File: src/rtl/cswc_pkg.sv
package cswc_pkg;

    localparam int VALUE_WIDTH_DEF = 31;
    localparam int WAY_COUNT_WIDTH = 11;
    localparam logic [WAY_COUNT_WIDTH-1:0] WAY_COUNT_MAX = '1;

    typedef struct packed {
        logic done;
        logic zero;
    } rem_status_t;

endpackage

File: src/rtl/cswc_rem_unit.sv
module cswc_rem_unit #(
    parameter int VALUE_WIDTH = cswc_pkg::VALUE_WIDTH_DEF
) (
    input  logic                     clk,
    input  logic                     rst_n,
    input  logic                     start,
    input  logic [VALUE_WIDTH-1:0]   dividend,
    input  logic [VALUE_WIDTH-1:0]   divisor,
    output cswc_pkg::rem_status_t    status
);
    import cswc_pkg::*;

    localparam int CNT_WIDTH = $clog2(VALUE_WIDTH + 1);
    localparam logic [CNT_WIDTH-1:0] CNT_LOAD = CNT_WIDTH'(VALUE_WIDTH);
    localparam logic [CNT_WIDTH-1:0] CNT_ONE  = CNT_WIDTH'(1);

    logic [VALUE_WIDTH:0]   rem_reg, rem_next;
    logic [VALUE_WIDTH-1:0] dvd_reg, dvd_next;
    logic [VALUE_WIDTH-1:0] dsr_reg, dsr_next;
    logic [CNT_WIDTH-1:0]   cnt_reg, cnt_next;
    logic                   busy_reg, busy_next;
    logic                   done_reg, done_next;

    logic [VALUE_WIDTH:0]   shifted;
    logic [VALUE_WIDTH+1:0] diff;

    // one restoring step per cycle
    assign shifted = {rem_reg[VALUE_WIDTH-1:0], dvd_reg[VALUE_WIDTH-1]};
    assign diff    = {1'b0, shifted} - {2'b00, dsr_reg};

    always_comb
    begin
        rem_next  = rem_reg;
        dvd_next  = dvd_reg;
        dsr_next  = dsr_reg;
        cnt_next  = cnt_reg;
        busy_next = busy_reg;
        done_next = 1'b0;
        if (start)
        begin
            rem_next  = '0;
            dvd_next  = dividend;
            dsr_next  = divisor;
            cnt_next  = CNT_LOAD;
            busy_next = 1'b1;
        end
        else if (busy_reg)
        begin
            rem_next = diff[VALUE_WIDTH+1] ? shifted : diff[VALUE_WIDTH:0];
            dvd_next = {dvd_reg[VALUE_WIDTH-2:0], 1'b0};
            cnt_next = cnt_reg - CNT_ONE;
            if (cnt_reg == CNT_ONE)
            begin
                busy_next = 1'b0;
                done_next = 1'b1;
            end
        end
    end

    always_ff @(posedge clk or negedge rst_n)
    begin
        if (!rst_n)
        begin
            busy_reg <= 1'b0;
            done_reg <= 1'b0;
            cnt_reg  <= '0;
        end
        else
        begin
            busy_reg <= busy_next;
            done_reg <= done_next;
            cnt_reg  <= cnt_next;
        end
    end

    always_ff @(posedge clk)
    begin
        rem_reg <= rem_next;
        dvd_reg <= dvd_next;
        dsr_reg <= dsr_next;
    end

    assign status.done = done_reg;
    assign status.zero = (rem_reg == '0);

endmodule

File: src/rtl/consecutive_sum_way_counter.sv
// The number of run lengths tried is about sqrt(2 * value).
// Each run length costs one bound check plus VALUE_WIDTH remainder steps of the shared divider.
// Throughput: one transaction at a time; s_tready is high only between items.
// Reset: rst_n asynchronous, active low; clears the sequencer and the output valid.
module consecutive_sum_way_counter #(
    parameter int VALUE_WIDTH = cswc_pkg::VALUE_WIDTH_DEF
) (
    input  logic                                   clk,
    input  logic                                   rst_n,
    input  logic                                   s_tvalid,
    output logic                                   s_tready,
    input  logic [((VALUE_WIDTH+7)/8)*8-1:0]       s_tdata,  // [VALUE_WIDTH-1:0] value
    output logic                                   m_tvalid,
    input  logic                                   m_tready,
    output logic [((cswc_pkg::WAY_COUNT_WIDTH+7)/8)*8-1:0] m_tdata  // [10:0] way_count
);
    import cswc_pkg::*;

    localparam int OUT_TDATA_WIDTH = ((WAY_COUNT_WIDTH + 7) / 8) * 8;

    localparam logic [2:0] ST_IDLE  = 3'd0;
    localparam logic [2:0] ST_CHECK = 3'd1;
    localparam logic [2:0] ST_WAIT  = 3'd2;
    localparam logic [2:0] ST_DONE  = 3'd3;

    logic [2:0]                 state_reg, state_next;
    logic [VALUE_WIDTH-1:0]     value_reg, value_next;
    logic [VALUE_WIDTH:0]       tri_reg, tri_next;
    logic [VALUE_WIDTH-1:0]     d_reg, d_next;
    logic [WAY_COUNT_WIDTH-1:0] hits_reg, hits_next;
    logic [WAY_COUNT_WIDTH-1:0] out_reg, out_next;
    logic                       m_tvalid_reg, m_tvalid_next;

    logic                       below;
    logic                       rem_start;
    logic [VALUE_WIDTH-1:0]     dividend;
    rem_status_t                rem_status;

    assign below     = tri_reg < {1'b0, value_reg};
    assign dividend  = value_reg - tri_reg[VALUE_WIDTH-1:0];
    assign rem_start = (state_reg == ST_CHECK) && below;

    cswc_rem_unit #(
        .VALUE_WIDTH (VALUE_WIDTH)
    ) u_rem (
        .clk      (clk),
        .rst_n    (rst_n),
        .start    (rem_start),
        .dividend (dividend),
        .divisor  (d_reg),
        .status   (rem_status)
    );

    always_comb
    begin
        state_next    = state_reg;
        value_next    = value_reg;
        tri_next      = tri_reg;
        d_next        = d_reg;
        hits_next     = hits_reg;
        out_next      = out_reg;
        m_tvalid_next = m_tvalid_reg;

        if (m_tvalid_reg && m_tready)
        begin
            m_tvalid_next = 1'b0;
        end

        case (state_reg)
            ST_IDLE:
            begin
                if (s_tvalid)
                begin
                    value_next = s_tdata[VALUE_WIDTH-1:0];
                    tri_next   = '0;
                    d_next     = VALUE_WIDTH'(1);
                    hits_next  = '0;
                    state_next = ST_CHECK;
                end
            end
            ST_CHECK:
            begin
                state_next = below ? ST_WAIT : ST_DONE;
            end
            ST_WAIT:
            begin
                if (rem_status.done)
                begin
                    if (rem_status.zero && (hits_reg != WAY_COUNT_MAX))
                    begin
                        hits_next = hits_reg + WAY_COUNT_WIDTH'(1);
                    end
                    tri_next   = tri_reg + {1'b0, d_reg};
                    d_next     = d_reg + VALUE_WIDTH'(1);
                    state_next = ST_CHECK;
                end
            end
            ST_DONE:
            begin
                if (!m_tvalid_reg || m_tready)
                begin
                    out_next      = hits_reg;
                    m_tvalid_next = 1'b1;
                    state_next    = ST_IDLE;
                end
            end
            default:
            begin
                state_next = ST_IDLE;
            end
        endcase
    end

    always_ff @(posedge clk or negedge rst_n)
    begin
        if (!rst_n)
        begin
            state_reg    <= ST_IDLE;
            m_tvalid_reg <= 1'b0;
        end
        else
        begin
            state_reg    <= state_next;
            m_tvalid_reg <= m_tvalid_next;
        end
    end

    always_ff @(posedge clk)
    begin
        value_reg <= value_next;
        tri_reg   <= tri_next;
        d_reg     <= d_next;
        hits_reg  <= hits_next;
        out_reg   <= out_next;
    end

    assign s_tready = (state_reg == ST_IDLE);
    assign m_tvalid = m_tvalid_reg;
    assign m_tdata  = {{(OUT_TDATA_WIDTH - WAY_COUNT_WIDTH){1'b0}}, out_reg};

endmodule
File: config.mk
export PLATFORM = sky130hd
export DESIGN_NAME = consecutive_sum_way_counter
export DESIGN_NICKNAME = d
export VERILOG_FILES = /design/src/rtl/cswc_pkg.sv /design/src/rtl/cswc_rem_unit.sv /design/src/rtl/consecutive_sum_way_counter.sv
export SDC_FILE = /design/constraint.sdc
export NUM_CORES = 1
export LEC_CHECK = 0
export ABC_CLOCK_PERIOD_IN_PS = 7900
export BUFFER_PORTS_ARGS = -buffer_cell sky130_fd_sc_hd__buf_2
export CAP_MARGIN = 20
export CELL_PAD_IN_SITES_DETAIL_PLACEMENT = 0
export CELL_PAD_IN_SITES_GLOBAL_PLACEMENT = 1
export CORE_AREA = 2 2 127 222
export CTS_CLUSTER_DIAMETER = 40
export DETAILED_ROUTE_END_ITERATION = 10
export DIE_AREA = 0 0 129 224
export HOLD_SLACK_MARGIN = 0.1
export PLACE_DENSITY = 0.9
export RECOVER_POWER = 50
export SYNTH_ARGS = -nofsm -noshare
export SYNTH_HDL_FRONTEND = slang
export SYNTH_SLANG_ARGS = --single-unit
export TNS_END_PERCENT = 50
File: constraint.sdc
create_clock -name clk -period 7.9 [get_ports clk]
set_clock_uncertainty 0.2 [all_clocks]
set_input_delay 1.185 -clock clk [delete_from_list [all_inputs] [get_ports clk]]
set_output_delay 1.185 -clock clk [all_outputs]
set_load 0.005 [all_outputs]
# Word level (Yosys, flattened, before mapping)
# Cells that the tools add are included.
[totals]
elab_cells = 72
ff_bits = 221
out_inout_bits = 18
[classes]
mux = 29
n_reduce_logical = 14
n_eq_ne = 9
magnitude_cmp = 1
addsub = 6
[ops]
columns = ["cell", "count"]
rows = [
  ["$mux 31", 4],
  ["$mux 32", 3],
  ["$pmux 32 s2", 1],
  ["$pmux 31 s2", 1],
  ["$mux 11", 3],
  ["$sub 32x31->33", 1],
  ["$add 32x31->32", 1],
  ["$logic_not 32->1", 1],
  ["$lt 32x31->1", 1],
  ["$add 31x1->31 const B", 1],
  ["$sub 31x31->31", 1],
  ["$pmux 11 s2", 1],
  ["$pmux 3 s4", 1],
  ["$add 11x1->11 const B", 1],
  ["$ne 11x11->1 const B", 1],
  ["$mux 1", 10],
  ["$mux 5", 2],
  ["$mux 3", 3],
  ["$eq 3x2->1 const B", 2],
  ["$ne 2x2->1 const B", 3],
  ["$reduce_and 3->1", 2],
  ["$eq 5x1->1 const B", 1],
  ["$sub 5x1->5 const B", 1],
  ["$reduce_and 2->1", 2],
  ["other kinds (8)", 11],
]

# Depth between registers and ports, before layout
# Gate-level depths: netlist of run 1.
[logic_depth]
word_depth = 5
depth_mapped = 15
ltp_nobuf = 12

# By module
# From an unflattened synthesis of run 1, not the netlist that was laid out.
[unflattened]
hier_cells = 1509
hier_area_um2 = 14699.1
[by_module_without_submodules]
columns = ["module", "cells_per_inst", "instances", "area_per_inst_um2"]
rows = [
  ["consecutive_sum_way_counter", 924, 1, 8722.1],
  ["cswc_rem_unit", 585, 1, 5977.0],
]

# Worst setup path after synthesis of run 1
# Ideal clock, no wire load.
[synth_timing]
kind = "input port to flip-flop"
from = "in s_tvalid"
to = "reg hits_reg[0], enable pin"
arrival_time_ps = 4948
path_stages = 3
path_slack_ps = 2357
path_cell_list = "mux2i_1 -> nor2_1 -> a21boi_0"
[synth_via]
elab_chain_len = 2
[synth_rtl]
columns = ["item", "line_no", "source"]
rows = [
  ["from (decl)", "consecutive_sum_way_counter.sv:10", "input logic s_tvalid,"],
  ["$ne 2x2->1 (no source line)", "--", ""],
  ["$reduce_and 4->1 (no source line)", "--", ""],
  ["to (signal assigned)", "consecutive_sum_way_counter.sv:133", "hits_reg <= hits_next;"],
  ["to (decl)", "consecutive_sum_way_counter.sv:30", "logic [WAY_COUNT_WIDTH-1:0] hits_reg, hits_next;"],
]
# No other way between the ends.
# A chain may end at the register's enable or synchronous reset.

# Final worst setup path of run 1
[layout_timing]
from = "reg tri_reg[18]"
to = "reg u_rem.dvd_reg[3], enable pin"
[layout_via]
elab_chain_len = 3
[layout_rtl]
columns = ["item", "line_no", "source"]
rows = [
  ["from (decl)", "consecutive_sum_way_counter.sv:28", "logic [VALUE_WIDTH:0] tri_reg, tri_next;"],
  ["from (signal assigned)", "consecutive_sum_way_counter.sv:131", "tri_reg <= tri_next;"],
  ["$lt 32x31->1", "consecutive_sum_way_counter.sv:39", "assign below = tri_reg < {1'b0, value_reg};"],
  ["$logic_and 1x1->1", "consecutive_sum_way_counter.sv:41", "assign rem_start = (state_reg == ST_CHECK) && below;"],
  ["$reduce_bool 2->1 (no source line)", "--", ""],
  ["to (signal assigned)", "cswc_rem_unit.sv:79", "dvd_reg <= dvd_next;"],
  ["to (decl)", "cswc_rem_unit.sv:18", "logic [VALUE_WIDTH-1:0] dvd_reg, dvd_next;"],
]
# No other way between the ends.

==> flow_summary.json, run 1 <==
{
  "r2r_cells": 11,
  "grt_max_degree": 68,
  "start_util": 0.521,
  "io_pins": 54,
  "post-route-util": 0.575,
  "required_ps": 7950,
  "worst_slack_ps": 3350,
  "num_vias": 10781,
  "htreeDepth": 1,
  "tns_ps": 0,
  "post_cts_buffers": 0,
  "synth_cell_types": 70,
  "powerDensity_nw_per_um2": 398,
  "finalPower_mw": 6.21,
  "min_to": "u_rem.rem_reg[31]$_SDFFE_PN0P_",
  "grt_pass1_vias": 10750,
  "die_h_um": 224,
  "syn_inst": 1481,
  "leakage_nw": 6.55,
  "post-route-period-util": 0.576,
  "async_reset_ff_frac": 0.0455,
  "synth_edf_count": 178,
  "final_common_cell": "edfxtp_1",
  "cts-resized-gates": 0,
  "dr.first_iter.drc_count": 656,
  "slew_viol_final": 126,
  "rsz0062_at_grt": "no",
  "grt.overflow.total": 0,
  "yosys.area.top_type": "edfxtp_1",
  "hold_start": "u_rem.rem_reg[31]$_SDFFE_PN0P_",
  "worstMarginPinSlew_ps": 3120,
  "synth_flop_cell": "edfxtp_1",
  "path_class": "reg -> reg",
  "rr_startpoint": "tri_reg[18]$_SDFFCE_PP0P_",
  "dpl.cell_count": 1859,
  "clk_latency_ps": 550,
  "setup_viol": 0,
  "wl_per_cell_um": 16.4,
  "cts_sinks": 220,
  "seqCellArea_um2": 6240,
  "syn2layout_area_growth_pct": 10.3,
  "holdPathStages": 2,
  "remaining_drc_errors": 0,
  "clk_path_buf_depth": 3,
  "vdd_drop_max_uv": 237,
  "grt_pass1_wl_um": 51800,
  "pre_cts_ws_ps": 3300,
  "via_per_inst": 5.65,
  "diodes": 0,
  "syn-cell-area_um2": 14100,
  "hold_buffers": 0,
  "cpPeakStageDelay_ps": 740,
  "r2r_setup_slack_ps": 3350,
  "layout_common_cells": "edfxtp_1 (178), nor2_1 (138), ha_1 (127), a21oi_1 (126), nand2_1 (123)",
  "fmax_ghz": 0.220,
  "dp_hpwl_um": 23100,
  "io_buffers": 47,
  "root_buffer": "clkbuf_16",
  "num-fill-cells": 2439,
  "layout_min_cycle_time_ps": 4550,
  "path_clk_slew_ps": 60,
  "postSynthAreaPerCell_um2": 9.55,
  "rows": 80,
  "drtPass1Iterations": 7,
  "violations": "capacitance limit, slew limit",
  "ant_nets": 0,
  "multi_input_area_um2": 7230,
  "synth_seq_cells": 220,
  "drv_cap": 3,
  "synth.area.top_cells": "edfxtp_1 (38%), ha_1 (11%), dfxtp_1 (4.5%), a21oi_1 (4.5%), o21ai_0 (3.9%)",
  "drive_above_1_share": 0.0701,
  "cp_max_fo": 51,
  "placeableCoreArea_um2": 27100,
  "crit_slowest_cell": "or2_2",
  "hold_class": "reg -> reg",
  "slew-limit-headroom": -1.08,
  "cp-start-kind": "flip-flop",
  "antenna_found_initial": 0,
  "die_w_um": 129,
  "r2r-end": "u_rem.dvd_reg[3]$_DFFE_PP_",
  "gp_congestion": 0.908,
  "fin_nets": 1686,
  "wl_um": 31300,
  "yosys_warnings": 0,
  "cts_tree": "yes",
  "finalHoldViolCount": 0,
  "arrival_ps": 4600,
  "synth_top_area_frac": 0.378,
  "die-area_um2": 28900,
  "cp-end-kind": "flip-flop",
  "grt_use_total": 0.224,
  "final_cell_count_no_fill": 1909,
  "cts_buffers": 27,
  "worstPathCellList": "ha_1 > nand4_1 > nor3_1 > nand2_1 > nor4_1 > o21ai_0 > nand4b_1 > or2_2 > buf_4 > nand2_1 > buf_4",
  "status": "complete, but fails checks",
  "ys_seq_area_frac": 0.441
}
## worst max path at each step
stage	start	slack, ps	end
3_5_place_dp	tri_reg[18]$_SDFFCE_PP0P_	3300	u_rem.dvd_reg[1]$_DFFE_PP_
4_1_cts	tri_reg[18]$_SDFFCE_PP0P_	3260	u_rem.dvd_reg[19]$_DFFE_PP_
5_1_grt	tri_reg[18]$_SDFFCE_PP0P_	2860	u_rem.dvd_reg[14]$_DFFE_PP_
3_3_place_gp	tri_reg[18]$_SDFFCE_PP0P_	3340	u_rem.dvd_reg[1]$_DFFE_PP_
2_1_floorplan	s_tvalid	2360	hits_reg[0]$_SDFFCE_PP0P_
6_report	tri_reg[18]$_SDFFCE_PP0P_	3350	u_rem.dvd_reg[3]$_DFFE_PP_
## Yosys cell counts (4+ instances only)
library cell and instances:
o21a_1 14, and3_1 12, a211o_1 6, a31oi_1 12
nor4_1 11, a211oi_1 13, buf_2 8, and2_1 11
o221ai_1 4, clkbuf_1 34, dfrtp_1 10, o21ai_1 19
a21oi_1 126, nor3_1 18, o31ai_1 6, inv_1 120
dfxtp_1 32, or3_1 10, a21o_1 43, o31a_1 6
o21ai_0 111, nor2b_1 14, nand2b_1 16, nand4_1 18
o211a_1 5, nand2_1 124, a2111oi_0 4, o21bai_1 8
mux2i_1 8, xnor2_1 50, or2_2 4, nand3_1 34
o211ai_1 12, edfxtp_1 178, xor2_1 55, buf_4 8
a21boi_0 5, ha_1 127, nor2_1 138
## report_power, final
part           switching [mW]  internal [mW]  leakage, nW  total [mW]
combinational            1.73           1.19         4.02        2.92
sequential              0.284           1.77         2.07        2.05
clock                   0.538          0.705        0.452        1.24
total                    2.55           3.66         6.55        6.21
## kinds of logic (layout without fill, tap and decap cells)
kind of cell / Yosys count / in the layout / synth area share
muxes: 10 / 10 / 0.00726
xor gates and xnor gates: 105 / 105 / 0.0650
DFF: 220 / 220 / 0.441
and+or+nand+nor: 424 / 424 / 0.139
buffers and inverters: 173 / 228 / 0.0488
AOI/OAI and AO/OA: 418 / 418 / 0.182
adders and majority gates: 130 / 130 / 0.117
other: 1 / 5 / 0.000265
## cell type report
| type | instances | area share |
|---|---|---|
| multi-input cells | 1092 | 0.464 |
| clock buffers | 30 | 0.0453 |
| repair buffers | 59 | 0.0191 |
| clock inverters | 19 | 0.0134 |
| flip-flops and latches | 220 | 0.400 |
| well taps | 369 | 0.0296 |
| inverters | 120 | 0.0289 |
## stage by stage
step / instance area (um2) / hold slack (ps)
final: 15600 / 295
after global routing: 15600 / 316
after CTS: 15600 / 278
after detailed placement: 14700 / 288
after global placement: 14700 / 267
after floorplan: 14200 / 251
## worst max-delay path: cells and delay by family, from the launching register on
| family | cells | cell delay (ps) |
|---|---|---|
| flip-flops | 1 | 440 |
| adder cells (fa/ha/maj) | 1 | 490 |
| buffers and inverters | 2 | 830 |
| AO/OA/AOI/OAI | 1 | 190 |
| AND/OR/NAND/NOR | 7 | 2050 |
## per-layer routing
metal | global-route usage | share of wire | vias to the layer above | wire length [um]
met2 | 0.405 | 0.53 | 208 | 16500
met3 | 0.0296 | 0.035 | 96 | 1110
met1 | 0.249 | 0.38 | 5088 | 11900
li1 | - | - | 5389 | -
met5 | 0 | 0 | - | 0
met4 | 0.126 | 0.056 | 0 | 1760
Power figures use the tool's default switching activity.
==> run 2: changes to the inputs <==
--- a/config.mk
+++ b/config.mk
@@ -5,17 +5,18 @@
 export SDC_FILE = /design/constraint.sdc
 export NUM_CORES = 1
 export LEC_CHECK = 0
-export ABC_CLOCK_PERIOD_IN_PS = 7900
+export ABC_AREA = 1
+export ABC_CLOCK_PERIOD_IN_PS = 4000
 export BUFFER_PORTS_ARGS = -buffer_cell sky130_fd_sc_hd__buf_2
 export CAP_MARGIN = 20
 export CELL_PAD_IN_SITES_DETAIL_PLACEMENT = 0
 export CELL_PAD_IN_SITES_GLOBAL_PLACEMENT = 1
-export CORE_AREA = 2 2 127 222
+export CORE_AREA = 2 2 152 265
 export CTS_CLUSTER_DIAMETER = 40
 export DETAILED_ROUTE_END_ITERATION = 10
-export DIE_AREA = 0 0 129 224
+export DIE_AREA = 0 0 154 267
 export HOLD_SLACK_MARGIN = 0.1
-export PLACE_DENSITY = 0.9
+export PLACE_DENSITY = 0.82
 export RECOVER_POWER = 50
 export SYNTH_ARGS = -nofsm -noshare
 export SYNTH_HDL_FRONTEND = slang
==> constraint.sdc (replaced) <==
create_clock -name clk -period 4 [get_ports clk]
set_clock_uncertainty 0.2 [all_clocks]
set_input_delay 0.6 -clock clk [delete_from_list [all_inputs] [get_ports clk]]
set_output_delay 0.6 -clock clk [all_outputs]
set_load 0.005 [all_outputs]
==> run 2 against run 1 <==
The run still ends with capacitance limit, slew limit left. Cell count is 51% higher. Synthesized area grew 17%. Setup slack worse by 2500 ps. Clock power rose by 120%. Via count up 35%. First-iteration DRC count is 7.6% higher. Synthesized cell count grew 54%. Fmax grew 44%. Design area is 19% higher. Critical path type unchanged. Critical endpoint is now u_rem.dsr_reg[29]$_DFFE_PN_.
==> flow_summary.json, run 2 <==
{
  "cts_buffers": 29,
  "placeableCoreArea_um2": 39000,
  "syn_inst": 2276,
  "synth_top_area_frac": 0.324,
  "layout_min_cycle_time_ps": 3160,
  "synth_edf_count": 178,
  "status": "complete, but fails checks",
  "via_per_inst": 5.08,
  "wl_um": 47500,
  "syn2layout_area_growth_pct": 12.5,
  "post_cts_buffers": 0,
  "cp-start-kind": "flip-flop",
  "diodes": 0,
  "intPower_mw": 8.94,
  "slew-limit-headroom": -0.201,
  "ys_seq_area_frac": 0.378,
  "die_w_um": 154,
  "path_class": "reg -> reg",
  "dp_hpwl_um": 37900,
  "fin_nets": 2532,
  "power.share.clock": 0.150,
  "yosys_warnings": 0,
  "tns_ps": 0,
  "ant_nets": 0,
  "final_cell_count_no_fill": 2878,
  "fmax_ghz": 0.316,
  "root_buffer": "clkbuf_16",
  "rr_startpoint": "tri_reg[27]$_SDFFCE_PP0P_",
  "wl_per_cell_um": 16.5,
  "hold_start": "m_tready",
  "postSynthAreaPerCell_um2": 7.25,
  "cts_tree": "yes",
  "io_buffers": 47,
  "drtPass1Iterations": 5,
  "slew_viol_final": 63,
  "cp-end-kind": "flip-flop",
  "clk_latency_ps": 570,
  "r2r_setup_slack_ps": 840,
  "synth.area.top_cells": "edfxtp_1 (32%), nand2_1 (15%), ha_1 (9.6%), inv_1 (9.2%), nand3_1 (5.5%)",
  "synth_seq_cells": 220,
  "r2r_cells": 11,
  "powerDensity_nw_per_um2": 976,
  "cp_max_fo": 31,
  "num_vias": 14607,
  "finalHoldViolCount": 0,
  "die_h_um": 267,
  "io_pins": 54,
  "pwr-share-comb": 0.585,
  "holdPathStages": 4,
  "grt.overflow.total": 0,
  "dpl.cell_count": 2793,
  "post-route-period-util": 0.791,
  "seqPwrFrac": 0.266,
  "arrival_ps": 3230,
  "min_to": "m_tvalid$_DFF_PN0_",
  "antenna_found_initial": 0,
  "yosysMostFrequentCell": "nand2_1",
  "grt_use_total": 0.232,
  "remaining_drc_errors": 0,
  "dr.first_iter.drc_count": 706,
  "path_clk_slew_ps": 70,
  "power.switching_mw": 9.19,
  "grt_pass1_vias": 14491,
  "leakage_nw": 9.20,
  "required_ps": 4070,
  "syn-cell-area_um2": 16500,
  "rsz0062_at_grt": "no",
  "htreeDepth": 1,
  "vdd_drop_max_uv": 495,
  "grt_pass1_wl_um": 75000,
  "die-area_um2": 41100,
  "setup_viol": 0,
  "drv_cap": 2,
  "yosys.area.top_type": "edfxtp_1",
  "violations": "capacitance limit, slew limit",
  "cts_sinks": 220,
  "num-fill-cells": 3859,
  "hold_class": "in -> reg",
  "final_common_cell": "nand2_1",
  "r2r-end": "u_rem.dsr_reg[29]$_DFFE_PN_",
  "clk_path_buf_depth": 3,
  "startpoint": "tri_reg[27]$_SDFFCE_PP0P_",
  "synthTopCellsByCount": "nand2_1 (661), inv_1 (403), nor2_1 (191)",
  "layout_common_cells": "nand2_1 (661), inv_1 (403), nor2_1 (190), nand3_1 (182), edfxtp_1 (178)",
  "worstMarginPinSlew_ps": 1800,
  "gp_congestion": 0.991,
  "grt_max_degree": 84,
  "drive_above_1_share": 0.0624,
  "switching_share": 0.507,
  "synth_flop_cell": "edfxtp_1",
  "start_util": 0.423,
  "async_reset_ff_frac": 0.0455,
  "rows": 96,
  "synth_cell_types": 49
}
[run 2: changes by cell type after synthesis, sizes merged, moves of 14 or more]
cell / change
inv: +286
nor2: +61
nor2b: -14
a21oi: +23
xor2: -34
nand2: +548
nand3: +160
nand2b: -16
a21o: -36
o21ai: -33
xnor2: -32
clkbuf: -23
[run 2: metrics by stage]
stage	worst slack (ps)	power, mW	hold WS (ps)	util	instance area (um2)
3_3_place_gp	879	15.3	241	0.442	17300
5_1_grt	682	19.9	242	0.476	18600
3_5_place_dp	846	15.5	243	0.442	17300
6_report	837	18.1	230	0.476	18600
2_1_floorplan	573	12.4	104	-	16500
4_1_cts	841	18.2	215	0.477	18600
[run 2: worst max path at each step]
stage,endpoint,slack (ps),depth (start not counted)
floorplan,value_reg[0]$_DFFE_PP_,570,2
global placement,u_rem.dsr_reg[29]$_DFFE_PN_,880,11
detailed placement,u_rem.dsr_reg[29]$_DFFE_PN_,850,11
CTS,u_rem.dsr_reg[29]$_DFFE_PN_,840,11
global route,u_rem.dsr_reg[29]$_DFFE_PN_,680,11
finish,u_rem.dsr_reg[29]$_DFFE_PN_,840,11
[run 2: routing by layer]
layer / track usage / vias up / part of all wire
li1: - / 7528 / -
met1: 0.226 / 6663 / 0.36
met2: 0.473 / 293 / 0.56
met3: 0.0180 / 123 / 0.024
met4: 0.127 / 0 / 0.059
met5: 0 / - / 0
[run 2: cells by family after synthesis]
kind of cell,share of synthesized area
simple gates,0.299
buf+inv,0.111
compound gates,0.0913
flops,0.378
fa+ha+maj,0.0999
xor+xnor,0.0207
other cells,0.000227
[run 2: power by group through the flow]
stage,Clock (mW),Combinational (mW),Sequential [mW]
2_1_floorplan,0,7.98,4.41
3_3_place_gp,0,10.5,4.81
3_5_place_dp,0,10.6,4.85
4_1_cts,2.76,10.7,4.81
5_1_grt,2.84,12.1,4.92
6_report,2.71,10.6,4.82
[run 2: area by class of cell]
class                      count  area, um2  area share
clock buffer                  36        823      0.0443
multi-input combinational   1609       8470       0.456
inverter                     409       1540      0.0827
clock inverter                17        214      0.0115
tap                          490        613      0.0330
timing repair buffer          97        687      0.0370
sequential                   220       6240       0.336
[run 2: worst max-delay path, stage by stage (launching register included)]
cell      delay [ps]
edfxtp_1         500
ha_1             440
nand2_1          180
inv_1             50
o21ai_1           70
nand2_1           70
nand2_1           60
o211ai_1         110
nor2_1           330
nand2_1          180
nor2_4           390
buf_12           260
[run 2: repair_timing]
item,CTS,global route
hold buffers,32,0
hold endpoints to repair,41,0
resized for setup,0,0
endpoints found under the setup margin,0,0
==> run 3: changes to the inputs <==
--- a/config.mk
+++ b/config.mk
@@ -6,17 +6,17 @@
 export NUM_CORES = 1
 export LEC_CHECK = 0
 export ABC_AREA = 1
-export ABC_CLOCK_PERIOD_IN_PS = 4000
+export ABC_CLOCK_PERIOD_IN_PS = 3000
 export BUFFER_PORTS_ARGS = -buffer_cell sky130_fd_sc_hd__buf_2
 export CAP_MARGIN = 20
 export CELL_PAD_IN_SITES_DETAIL_PLACEMENT = 0
 export CELL_PAD_IN_SITES_GLOBAL_PLACEMENT = 1
-export CORE_AREA = 2 2 152 265
+export CORE_AREA = 2 2 145 253
 export CTS_CLUSTER_DIAMETER = 40
 export DETAILED_ROUTE_END_ITERATION = 10
-export DIE_AREA = 0 0 154 267
+export DIE_AREA = 0 0 147 255
 export HOLD_SLACK_MARGIN = 0.1
-export PLACE_DENSITY = 0.82
+export PLACE_DENSITY = 0.86
 export RECOVER_POWER = 50
 export SYNTH_ARGS = -nofsm -noshare
 export SYNTH_HDL_FRONTEND = slang
==> constraint.sdc (replaced) <==
create_clock -name clk -period 3 [get_ports clk]
set_clock_uncertainty 0.2 [all_clocks]
set_input_delay 0.45 -clock clk [delete_from_list [all_inputs] [get_ports clk]]
set_output_delay 0.45 -clock clk [all_outputs]
set_load 0.005 [all_outputs]
==> run 3 against run 2 <==
The run still ends with capacitance limit, slew limit left. Count of clock-buffer cells in the layout grew 5. Total power grew 37%. Flip-flop and latch count is the same. Cell count grew 1.4%. Non-clock buffer count grew 56. Die area shrank 8.8%. Hold slack gained 14 ps. Fmax grew 13%. Global-route usage grew 2.6 points. Routed wire length grew 2.1%. Combinational power grew 42%. Critical path depth grew 2. Largest cell class unchanged. Highest routed layer unchanged.
==> flow_summary.json, run 3 (synthesis gave the netlist of run 2 again) <==
{
  "placeableCoreArea_um2": 35700,
  "multi_input_area_um2": 8470,
  "post_cts_buffers": 0,
  "diodes": 0,
  "cpPeakStageDelay_ps": 530,
  "dr.first_iter.drc_count": 732,
  "syn2layout_area_growth_pct": 14.8,
  "post_dp_cell_area_um2": 17700,
  "via_per_inst": 5.14,
  "critical-path-top-delay-family": "simple AND/OR/NAND/NOR gates",
  "seqPwrFrac": 0.254,
  "cts_sinks": 220,
  "fmax_ghz": 0.358,
  "clk_path_buf_depth": 3,
  "worstMarginPinSlew_ps": 1530,
  "layout_common_cells": "nand2_1 (661), inv_1 (403), nor2_1 (191), nand3_1 (183), edfxtp_1 (178)",
  "slew_viol_final": 30,
  "dpl.cell_count": 2827,
  "status": "complete, but fails checks",
  "grt_use_total": 0.259,
  "io_buffers": 47,
  "tns_ps": 0,
  "vdd_drop_max_uv": 729,
  "remaining_drc_errors": 0,
  "layout_min_cycle_time_ps": 2790,
  "leakage_nw": 9.44,
  "gp_congestion": 1.02,
  "fin_nets": 2589,
  "r2r_cells": 13,
  "powerDensity_nw_per_um2": 1310,
  "num_vias": 14994,
  "grt_pass1_wl_um": 75600,
  "root_buffer": "clkbuf_16",
  "drive_above_1_share": 0.0772,
  "finalHoldViolCount": 0,
  "worstPathCellList": "ha_1 > nand2_1 > nor2_2 > nand2_1 > a21oi_1 > nor2_1 > buf_4 > nand2_1 > nor2_4 > buf_12 > buf_12 > nand3_1 > nand2_1",
  "final_common_cell": "nand2_1",
  "grt_max_degree": 67,
  "path_class": "reg -> reg",
  "post-route-period-util": 0.931,
  "power.switching_mw": 12.5,
  "violations": "capacitance limit, slew limit",
  "die_w_um": 147,
  "design_area_um2": 18900,
  "htreeDepth": 1,
  "num-fill-cells": 3582,
  "min_to": "state_reg[0]$_DFFE_PN0P_",
  "hold_class": "in -> reg",
  "cp-end-kind": "flip-flop",
  "path_clk_slew_ps": 60,
  "cts_tree": "yes",
  "setup_viol": 0,
  "final_cell_count_no_fill": 2917,
  "ant_nets": 0,
  "power.share.clock": 0.141,
  "grt.overflow.total": 0,
  "clk_latency_ps": 580,
  "arrival_ps": 2920,
  "grt_pass1_vias": 14867,
  "holdPathStages": 5,
  "dp_hpwl_um": 38900,
  "slew-limit-headroom": -0.0187,
  "path_buf_inv": 3,
  "required_ps": 3120,
  "seqCellArea_um2": 6240,
  "cts_buffers": 30,
  "start_util": 0.463,
  "switching_share": 0.504,
  "cp_max_fo": 10,
  "pwr-share-comb": 0.605,
  "cp-start-kind": "flip-flop",
  "drtPass1Iterations": 6,
  "rows": 92,
  "wl_per_cell_um": 16.6,
  "antenna_found_initial": 0,
  "r2r-end": "u_rem.dvd_reg[21]$_DFFE_PP_",
  "crit_top_cell": "nand2_1",
  "hold_ws_ps": 244,
  "crit_slowest_cell": "edfxtp_1",
  "drv_cap": 1,
  "die_h_um": 255,
  "rr_startpoint": "tri_reg[22]$_SDFFCE_PP0P_",
  "r2r_setup_slack_ps": 210,
  "rsz0062_at_grt": "no",
  "io_pins": 54,
  "wl_um": 48500,
  "die-area_um2": 37500,
  "hold_start": "s_tvalid",
  "intPower_mw": 12.3
}
## run 3: how the worst max path moves through the flow
| stage | start | end | slack (ps) | cells past startpoint |
|---|---|---|---|---|
| floorplan | state_reg[0]$_DFFE_PN0P_ | hits_reg[0]$_SDFFCE_PP0P_ | 60 | 5 |
| global placement | tri_reg[0]$_SDFFCE_PP0P_ | tri_reg[28]$_SDFFCE_PP0P_ | 150 | 12 |
| detailed placement | tri_reg[0]$_SDFFCE_PP0P_ | tri_reg[28]$_SDFFCE_PP0P_ | 130 | 12 |
| CTS | tri_reg[0]$_SDFFCE_PP0P_ | tri_reg[28]$_SDFFCE_PP0P_ | 110 | 12 |
| global route | tri_reg[0]$_SDFFCE_PP0P_ | tri_reg[20]$_SDFFCE_PP0P_ | 10 | 12 |
| finish | tri_reg[22]$_SDFFCE_PP0P_ | u_rem.dvd_reg[21]$_DFFE_PP_ | 210 | 13 |
## run 3: through the flow
| step | util | setup WS (ps) | power [mW] |
|---|---|---|---|
| 6_report | 0.531 | 207 | 24.8 |
| 5_1_grt | 0.531 | 13.3 | 27.0 |
| 4_1_cts | 0.533 | 112 | 24.9 |
| 3_5_place_dp | 0.496 | 127 | 21.3 |
| 3_3_place_gp | 0.496 | 146 | 21.1 |
| 2_1_floorplan | - | 55.2 | 16.5 |
## run 3: layout make-up
cell class                 count  share of cell area
clock buffer                  41              0.0435
clock inverter                15             0.00832
inverter                     409              0.0810
multi-input combinational   1609               0.447
sequential                   220               0.329
tap                          470              0.0310
timing repair buffer         153              0.0601
## run 3: power by group through the flow
stage / clock (mW) / combinational [mW] / sequential (mW)
after global routing: 3.67 / 16.9 / 6.42
after floorplan: 0 / 10.6 / 5.88
after CTS: 3.54 / 15.1 / 6.29
after global placement: 0 / 14.8 / 6.30
final: 3.49 / 15.0 / 6.31
after detailed placement: 0 / 15.0 / 6.33
## run 3: layer usage
layer	vias up	GRT usage	share of wire
met5	-	0	0
met4	0	0.159	0.070
met3	149	0.0210	0.028
met2	337	0.525	0.55
met1	6882	0.248	0.35
li1	7626	-	-
## run 3: what timing repair did
action                     in CTS  in global routing
resized for setup               0                  2
setup endpoints to repair       0                  7
hold endpoints to repair       43                  0
hold buffers                   34                  0
## run 3: worst min-delay path: cells and delay by family
kind | cells | cell delay, ps
compound gates | 2 | 290
simple gates | 1 | 80
buf+inv | 2 | 140
